## config.mk

```make
export PLATFORM = sky130hd
export DESIGN_NAME = ffba_ctrl
export DESIGN_NICKNAME = d
export VERILOG_FILES = /design/src/rtl/ffba_pkg.sv /design/src/rtl/ffba_ctrl.sv
export SDC_FILE = /design/constraint.sdc
export NUM_CORES = 1
export LEC_CHECK = 0
export BUFFER_PORTS_ARGS = -buffer_cell sky130_fd_sc_hd__buf_2
export CELL_PAD_IN_SITES_DETAIL_PLACEMENT = 1
export CELL_PAD_IN_SITES_GLOBAL_PLACEMENT = 1
export CORE_ASPECT_RATIO = 1.75
export CORE_MARGIN = 2
export CORE_UTILIZATION = 35
export CTS_CLUSTER_DIAMETER = 50
export DETAILED_ROUTE_END_ITERATION = 8
export HOLD_SLACK_MARGIN = 0.12
export MAX_ROUTING_LAYER = met4
export PLACE_DENSITY = 0.87
export REMOVE_ABC_BUFFERS = 1
export SETUP_SLACK_MARGIN = 0.1
export SLEW_MARGIN = 20
export SYNTH_ARGS = -nofsm -noshare
export SYNTH_HDL_FRONTEND = slang
export SYNTH_SLANG_ARGS = --single-unit
```

## constraint.sdc

```tcl
create_clock -name i_clk -period 2.14 [get_ports i_clk]
set_clock_uncertainty 0.1 [all_clocks]
set_input_delay 0.428 -clock i_clk [delete_from_list [all_inputs] [get_ports i_clk]]
set_output_delay 0.428 -clock i_clk [all_outputs]
set_load 0.005 [all_outputs]
```

## src/rtl/ffba_pkg.sv

```systemverilog
// ----------------------------------------------------------------------------
// ffba_pkg
// Shared constants, command codes and control/status types of the first-fit
// block allocator.
// ----------------------------------------------------------------------------
`default_nettype none

package ffba_pkg;

    localparam int ARENA_BYTES  = 65536;
    localparam int HEADER_BYTES = 24;
    localparam int ALIGN_BYTES  = 8;
    localparam int MIN_PAYLOAD  = 8;

    localparam int OFF_W   = 16;
    localparam int GRAN_W  = $clog2(ALIGN_BYTES);
    localparam int IDX_W   = OFF_W - GRAN_W;
    localparam int DEPTH   = ARENA_BYTES / ALIGN_BYTES;
    localparam int TAG_W   = OFF_W + 1;
    localparam int LINK_W  = IDX_W + 1;
    localparam int NEED_W  = OFF_W + 1;

    localparam logic [OFF_W-1:0] HDR_OFF   = OFF_W'(HEADER_BYTES);
    localparam logic [OFF_W-1:0] INIT_SIZE = OFF_W'(ARENA_BYTES - 2 * HEADER_BYTES);
    localparam logic [IDX_W-1:0] SENT_IDX  = IDX_W'((ARENA_BYTES - HEADER_BYTES) / ALIGN_BYTES);

    typedef logic [4:0] t_cmd;

    localparam t_cmd CMD_NOP     = 5'd0;
    localparam t_cmd CMD_INIT0   = 5'd1;
    localparam t_cmd CMD_INIT1   = 5'd2;
    localparam t_cmd CMD_LOAD    = 5'd3;
    localparam t_cmd CMD_A_SETUP = 5'd4;
    localparam t_cmd CMD_A_FIRST = 5'd5;
    localparam t_cmd CMD_A_STEP  = 5'd6;
    localparam t_cmd CMD_UNLINK  = 5'd7;
    localparam t_cmd CMD_A_SPL1  = 5'd8;
    localparam t_cmd CMD_A_SPL2  = 5'd9;
    localparam t_cmd CMD_A_NOSP  = 5'd10;
    localparam t_cmd CMD_PUSH1   = 5'd11;
    localparam t_cmd CMD_PUSH2   = 5'd12;
    localparam t_cmd CMD_F_SETUP = 5'd13;
    localparam t_cmd CMD_F_STEP  = 5'd14;
    localparam t_cmd CMD_F_RDUP  = 5'd15;
    localparam t_cmd CMD_F_UPCAP = 5'd16;
    localparam t_cmd CMD_F_RDLO  = 5'd17;
    localparam t_cmd CMD_CAPLNK  = 5'd18;
    localparam t_cmd CMD_F_RDUP2 = 5'd19;
    localparam t_cmd CMD_F_MERGE = 5'd20;
    localparam t_cmd CMD_F_WR    = 5'd21;
    localparam t_cmd CMD_FIN_OK  = 5'd22;
    localparam t_cmd CMD_FIN_BAD = 5'd23;

    typedef struct packed {
        logic is_free;
        logic need_zero;
        logic head_valid;
        logic fit;
        logic next_ok;
        logic split_ok;
        logic size_zero;
        logic at_h;
        logic q_free;
        logic pay_small;
        logic low_free;
        logic up_free;
    } t_sts;

endpackage

`default_nettype wire

```

## src/rtl/ffba_ctrl.sv

```systemverilog
// ----------------------------------------------------------------------------
// ffba_ctrl
// Sequencer: issues one datapath command per cycle for init, allocate and free.
// ----------------------------------------------------------------------------
`default_nettype none

module ffba_ctrl
    import ffba_pkg::*;
(
    input  wire logic i_clk,
    input  wire logic i_rst_n,
    input  wire logic start,
    input  wire t_sts i_sts,
    output logic      busy,
    output t_cmd      o_cmd
);

    localparam logic [4:0] S_INIT0   = 5'd0;
    localparam logic [4:0] S_INIT1   = 5'd1;
    localparam logic [4:0] S_IDLE    = 5'd2;
    localparam logic [4:0] S_DISP    = 5'd3;
    localparam logic [4:0] S_A_SETUP = 5'd4;
    localparam logic [4:0] S_A_FIRST = 5'd5;
    localparam logic [4:0] S_A_STEP  = 5'd6;
    localparam logic [4:0] S_A_UNL   = 5'd7;
    localparam logic [4:0] S_A_SPL1  = 5'd8;
    localparam logic [4:0] S_A_SPL2  = 5'd9;
    localparam logic [4:0] S_A_NOSP  = 5'd10;
    localparam logic [4:0] S_PUSH1   = 5'd11;
    localparam logic [4:0] S_PUSH2   = 5'd12;
    localparam logic [4:0] S_F_SETUP = 5'd13;
    localparam logic [4:0] S_F_STEP  = 5'd14;
    localparam logic [4:0] S_F_RDUP  = 5'd15;
    localparam logic [4:0] S_F_UPCAP = 5'd16;
    localparam logic [4:0] S_F_RDLO  = 5'd17;
    localparam logic [4:0] S_F_LOCAP = 5'd18;
    localparam logic [4:0] S_F_LOUNL = 5'd19;
    localparam logic [4:0] S_F_RDUP2 = 5'd20;
    localparam logic [4:0] S_F_UPLCP = 5'd21;
    localparam logic [4:0] S_F_UPUNL = 5'd22;
    localparam logic [4:0] S_F_MERGE = 5'd23;
    localparam logic [4:0] S_F_WR    = 5'd24;
    localparam logic [4:0] S_FIN_OK  = 5'd25;
    localparam logic [4:0] S_FIN_BAD = 5'd26;

    logic [4:0] r_state;
    logic [4:0] n_state;

    assign busy = (r_state != S_IDLE);

    always_comb begin
        n_state = r_state;
        o_cmd   = CMD_NOP;
        unique case (r_state)
            S_INIT0: begin
                o_cmd   = CMD_INIT0;
                n_state = S_INIT1;
            end
            S_INIT1: begin
                o_cmd   = CMD_INIT1;
                n_state = S_IDLE;
            end
            S_IDLE: begin
                if (start) begin
                    o_cmd   = CMD_LOAD;
                    n_state = S_DISP;
                end
            end
            S_DISP: begin
                n_state = i_sts.is_free ? S_F_SETUP : S_A_SETUP;
            end
            S_A_SETUP: begin
                o_cmd = CMD_A_SETUP;
                if (i_sts.need_zero || !i_sts.head_valid) begin
                    n_state = S_FIN_BAD;
                end else begin
                    n_state = S_A_FIRST;
                end
            end
            S_A_FIRST: begin
                o_cmd   = CMD_A_FIRST;
                n_state = S_A_STEP;
            end
            S_A_STEP: begin
                o_cmd = CMD_A_STEP;
                if (i_sts.fit) begin
                    n_state = S_A_UNL;
                end else if (!i_sts.next_ok) begin
                    n_state = S_FIN_BAD;
                end
            end
            S_A_UNL: begin
                o_cmd   = CMD_UNLINK;
                n_state = i_sts.split_ok ? S_A_SPL1 : S_A_NOSP;
            end
            S_A_SPL1: begin
                o_cmd   = CMD_A_SPL1;
                n_state = S_A_SPL2;
            end
            S_A_SPL2: begin
                o_cmd   = CMD_A_SPL2;
                n_state = S_PUSH1;
            end
            S_A_NOSP: begin
                o_cmd   = CMD_A_NOSP;
                n_state = S_FIN_OK;
            end
            S_PUSH1: begin
                o_cmd   = CMD_PUSH1;
                n_state = S_PUSH2;
            end
            S_PUSH2: begin
                o_cmd   = CMD_PUSH2;
                n_state = S_FIN_OK;
            end
            S_F_SETUP: begin
                o_cmd   = CMD_F_SETUP;
                n_state = i_sts.pay_small ? S_FIN_BAD : S_F_STEP;
            end
            S_F_STEP: begin
                o_cmd = CMD_F_STEP;
                if (i_sts.size_zero) begin
                    n_state = S_FIN_BAD;
                end else if (i_sts.at_h) begin
                    n_state = i_sts.q_free ? S_FIN_BAD : S_F_RDUP;
                end
            end
            S_F_RDUP: begin
                o_cmd   = CMD_F_RDUP;
                n_state = S_F_UPCAP;
            end
            S_F_UPCAP: begin
                o_cmd = CMD_F_UPCAP;
                if (i_sts.low_free) begin
                    n_state = S_F_RDLO;
                end else if (i_sts.q_free) begin
                    n_state = S_F_RDUP2;
                end else begin
                    n_state = S_F_WR;
                end
            end
            S_F_RDLO: begin
                o_cmd   = CMD_F_RDLO;
                n_state = S_F_LOCAP;
            end
            S_F_LOCAP: begin
                o_cmd   = CMD_CAPLNK;
                n_state = S_F_LOUNL;
            end
            S_F_LOUNL: begin
                o_cmd   = CMD_UNLINK;
                n_state = i_sts.up_free ? S_F_RDUP2 : S_F_WR;
            end
            S_F_RDUP2: begin
                o_cmd   = CMD_F_RDUP2;
                n_state = S_F_UPLCP;
            end
            S_F_UPLCP: begin
                o_cmd   = CMD_CAPLNK;
                n_state = S_F_UPUNL;
            end
            S_F_UPUNL: begin
                o_cmd   = CMD_UNLINK;
                n_state = S_F_MERGE;
            end
            S_F_MERGE: begin
                o_cmd   = CMD_F_MERGE;
                n_state = S_F_WR;
            end
            S_F_WR: begin
                o_cmd   = CMD_F_WR;
                n_state = S_PUSH1;
            end
            S_FIN_OK: begin
                o_cmd   = CMD_FIN_OK;
                n_state = S_IDLE;
            end
            S_FIN_BAD: begin
                o_cmd   = CMD_FIN_BAD;
                n_state = S_IDLE;
            end
            default: begin
                n_state = S_INIT0;
            end
        endcase
    end

    always_ff @(posedge i_clk) begin
        if (!i_rst_n) begin
            r_state <= S_INIT0;
        end else begin
            r_state <= n_state;
        end
    end

endmodule

`default_nettype wire

```

# --- Yosys cells after proc, flatten, opt, wreduce, memory -nomap -nowiden ---
# Cells that the tools add are included.
op_classes:
  n_eq_ne: 30
  mux: 16
  n_reduce_logical: 9
op_table:
  columns: ["operator", "n"]
  rows:
  - ["$pmux 5 s23", 2]
  - ["$eq 5x5->1 const B", 11]
  - ["$eq 5x4->1 const B", 8]
  - ["$mux 5", 8]
  - ["$eq 5x3->1 const B", 4]
  - ["$mux 4", 4]
  - ["$eq 5x2->1 const B", 2]
  - ["$ne 3x3->1 const B", 2]
  - ["$reduce_or 2->1", 3]
  - ["$reduce_or 3->1", 2]
  - ["$eq 5x1->1 const B", 1]
  - ["$logic_not 5->1", 1]
  - ["$ne 5x2->1 const B", 1]
  - ["$mux 2", 2]
  - ["$reduce_and 3->1", 1]
  - ["$ne 2x2->1 const B", 1]
  - ["$logic_not 1->1", 1]
  - ["$logic_or 1x1->1", 1]
totals:
  ff_bits: 5
  inputBits: 15
  output_inout_bits: 6
  elab_cells: 56

# --- Logic depth before layout (Yosys ltp) ---
depth:
  word_depth: 4
  depth_mapped: 7
  mapped_depth_nobuf: 6

# --- Least setup slack after synthesis ---
# No wires, ideal clock.
synth_path:
  kind: "reg-to-output"
  startpoint: "reg r_state[4]"
  endpoint: "out o_cmd[1]"
  arrival_ns: 1.275
  t_required_ns: 1.612
  setup_slack_ns: 0.337
  stages_incl_launch_ff: 6
  n_path_buf: 1
  path_cell_list: "dfxtp_1 > buf_2 > mux2i_1 > a2bb2oi_1 > nor2_1 > a311oi_1"
synth_between:
  elab_chain_cells: 3
  word_cells_on_any_way: 29
  cone_classes: "25 x eq/ne; 1 x mux; 3 x reduce/logical"
synth_lines:
  columns: ["item", "line_no", "source"]
  rows:
  - ["from (decl)", "ffba_ctrl.sv:46", "logic [4:0] r_state;"]
  - ["from (signal assigned)", "ffba_ctrl.sv:192", "r_state <= n_state;"]
  - ["$eq 5x5->1 / $eq 5x3->1 (equally long branches)", "ffba_ctrl.sv:54", "unique case (r_state)"]
  - ["$reduce_or 3->1 (no source line) / $reduce_or 2->1 (equally long branches)", null, null]
  - ["$pmux 5 s23 *", "ffba_ctrl.sv:54", null]
  - ["to (decl)", "ffba_ctrl.sv:15", "output t_cmd o_cmd"]
# Mark *: on every way between the ends. The rest lies on a longest branch, timed or not.

# --- Worst setup path in the final report ---
layout_path:
  startpoint: "reg r_state[3]"
  endpoint: "out o_cmd[0]"
# Same word-level chain as after synthesis.

==> impl_metrics.yaml <==
run_status:
  status: "finished, final reports clean"
die:
  coreArea_mm2: 0.002245
  rows: 23
  start_util: 0.3595
  fp.dieH_um: 67.52
  die_area_mm2: 0.002721
  dieWidth_um: 40.30
  io_pins: 21
critical_path:
  critical_path_class: "reg2out"
  worstPathRequired_ns: 1.61
  cp.arrival_ns: 1.51
  cp_slowest_cell: "dfxtp_4"
  r2r_setup_slack_ns: 0.38
  slowest_delay_ns: 0.36
  crit_fanout: 14
  path_cells: "buf_4 -> nand2_1 -> a21oi_1 -> a221o_1 -> buf_2"
  r2r_end: "r_state[3]"
  crit_family: "compound AO/OA/AOI/OAI gates"
  rr_worst_depth: 6
  worst-path-buf-inv: 2
  endpoint_kind: "primary output"
  cp-start-kind: "flop"
  crit-reg2reg-launch: "r_state[2]"
yosys:
  syn-mean-instance-area_um2: 6.561
  synth_common_cells: "a21oi_1, nor2_1, nand2_1, o21ai_0, buf_2"
  synth-main-ff-cell: "dfxtp_1"
  synth_cell_types: 41
  synth_compound_area_frac: 0.4202
  synth_edf_count: 0
  synth-xor-area-share: 0.01085
  syn-cell-area_um2: 807.0
  synthMuxAreaShare: 0.03721
  synthAdderAreaFrac: 0
  async_flop_share: 0
  synth_top_family_by_area: "compound AO/OA/AOI/OAI gates"
  ys_seq_area_frac: 0.1240
  syn-instance-count: 123
  synth_seq_cells: 5
  synth_warnings: 0
  ys_top_cells_by_area: "dfxtp_1, a21oi_1, o21ai_0"
  yosys.area.top_type: "dfxtp_1"
  yosysTopAreaCellShare: 0.1240
  synth-simple-area-share: 0.3070
layout:
  nets: 166
  reg.largest.list: "r_state x5"
  diodes: 0
  largest_reg_flops: 5
  drive_gt1_frac: 0.3467
  areaGrowthSynthToFinish_pct: 32.09
  largest_register: "r_state"
power_and_ir_drop:
  power.switching_mw: 0.7200
  combPwrFrac: 0.717
  peakVddDrop_mv: 0.6184
  swShare: 0.4908
  clockPowerShare: 0.129
  leakage_nw: 0.4393
  power.density_mw_per_mm2: 1376
  p_seq_frac: 0.153
  intPower_mw: 0.7470
  power_mw: 1.467
sta:
  fin_crit_ns: 2.041
  rsz0062_at_grt: "yes"
  fin_tns_setup_ns: 0
  setup_viol: 0
  slew-limit-headroom: 0.6767
  hold_violations: 0
  slew_viol_final: 0
  timing.fmax_ghz: 0.4900
  min_period_over_period: 0.9537
  tightest_slew_ns: 0.4838
  timing.hold.ws_ns: 0.3637
clock_network:
  clk_path_buf_depth: 2
  numCtsBuffers: 3
  cts_tree: "built"
  post_cts_buffers: 0
  postCtsHoldBufs: 0
  clock_sinks: 5
  cts_max_level: 1
  clkLatencyLatePin_ns: 0.23
  clkTransAtPathRegs_ns: 0.04
  root_buffer: "clkbuf_8"
route:
  drt_iter0_markers: 50
  vias: 1113
  first_pass_iters: 4
  routed_wl_um: 3588
  drcViolationCount: 0
  wl_per_cell_um: 20.50
  ant_nets: 0
  vias_per_cell: 6.360
worst_hold_path:
  hold_path_depth: 2
  min_to: "r_state[2]"
  hp-class: "in2reg"
  min_from: "i_rst_n"
global_routing:
  grt_pass1_vias: 1112
  gr-total-overflow: 0
  top_usage_layer: "met2"
  grtUsageMet2: 0.5222
  grt_start_max_net_pins: 16
  antenna_found_initial: 0
  use_met1: 0.3174
  track_usage: 0.3018
  grtUsageMet3: 0.04276
  grt_pass1_wl_um: 5375
placed_design:
  portBuffers: 20
  hpwl_um: 2647
  routabilityCongestion: 0.9431
job:
  cap_violations: 0
[final cells by class]
| class | instances | area (um2) |
|---|---|---|
| fill | 314 | 1179 |
| multi-input combinational | 101 | 640.6 |
| timing repair buffer | 34 | 212.7 |
| sequential | 5 | 113.9 |
| clock buffer | 4 | 45.04 |
| tap | 25 | 31.28 |
| inverter | 6 | 22.52 |
[layer usage]
metal  vias to the layer above  wire length [um]
li1                        517                 -
met1                       540              1344
met2                        47              1925
met3                         9               210
met4                         0               107
met5                         -                 0
[what timing repair did]
action	4_1_cts	5_1_grt
pin swaps	0	1
setup endpoints to repair	3	3
gates resized for setup	11	6
[logic make-up after synthesis]
family,count (synthesis)
flip-flops,5
XOR/XNOR,1
buffers and inverters,17
AO/OA/AOI/OAI,48
multiplexers,3
AND/OR/NAND/NOR,49
[metrics by stage]
stage               area (um2)  setup WS (ns)  instances  utilization
CTS                       1050        0.09262        175       0.4677
global route              1066        0.02758        175       0.4749
floorplan                748.2        0.08958        112            -
finish                    1066        0.09905        175       0.4749
global placement         984.7         0.3140        171       0.4387
detailed placement       984.7         0.2757        171       0.4387
[power by group through the flow]
stage	Sequential, mW	Clock, mW	Combinational (mW)
finish	0.225	0.190	1.05
global placement	0.192	0	0.958
CTS	0.212	0.186	1.02
global route	0.230	0.194	1.14
detailed placement	0.198	0	0.987
floorplan	0.262	0	0.511
[how the worst max path moves through the flow]
stage,from,to,slack (ns),cells after the start
3_5_place_dp,r_state[1],o_cmd[0],0.28,5
4_1_cts,r_state[2],o_cmd[4],0.09,4
6_report,r_state[3],o_cmd[0],0.1,5
5_1_grt,r_state[0],o_cmd[1],0.03,6
3_3_place_gp,r_state[0],o_cmd[1],0.31,6
2_1_floorplan,r_state[3],o_cmd[1],0.09,5
[placed cells by master (no fill, tap or decap), types with 3 or more instances in the layout]
cell type / n
o21ai_0: 7
nor2_1: 12
clkbuf_8: 3
nand2_1: 10
dfxtp_4: 3
nand2b_1: 5
nor3_1: 5
a21oi_1: 12
inv_1: 5
a311oi_1: 3
o22ai_1: 3
buf_2: 20
buf_4: 12
Note: power is estimated with default switching activity, not from simulation.
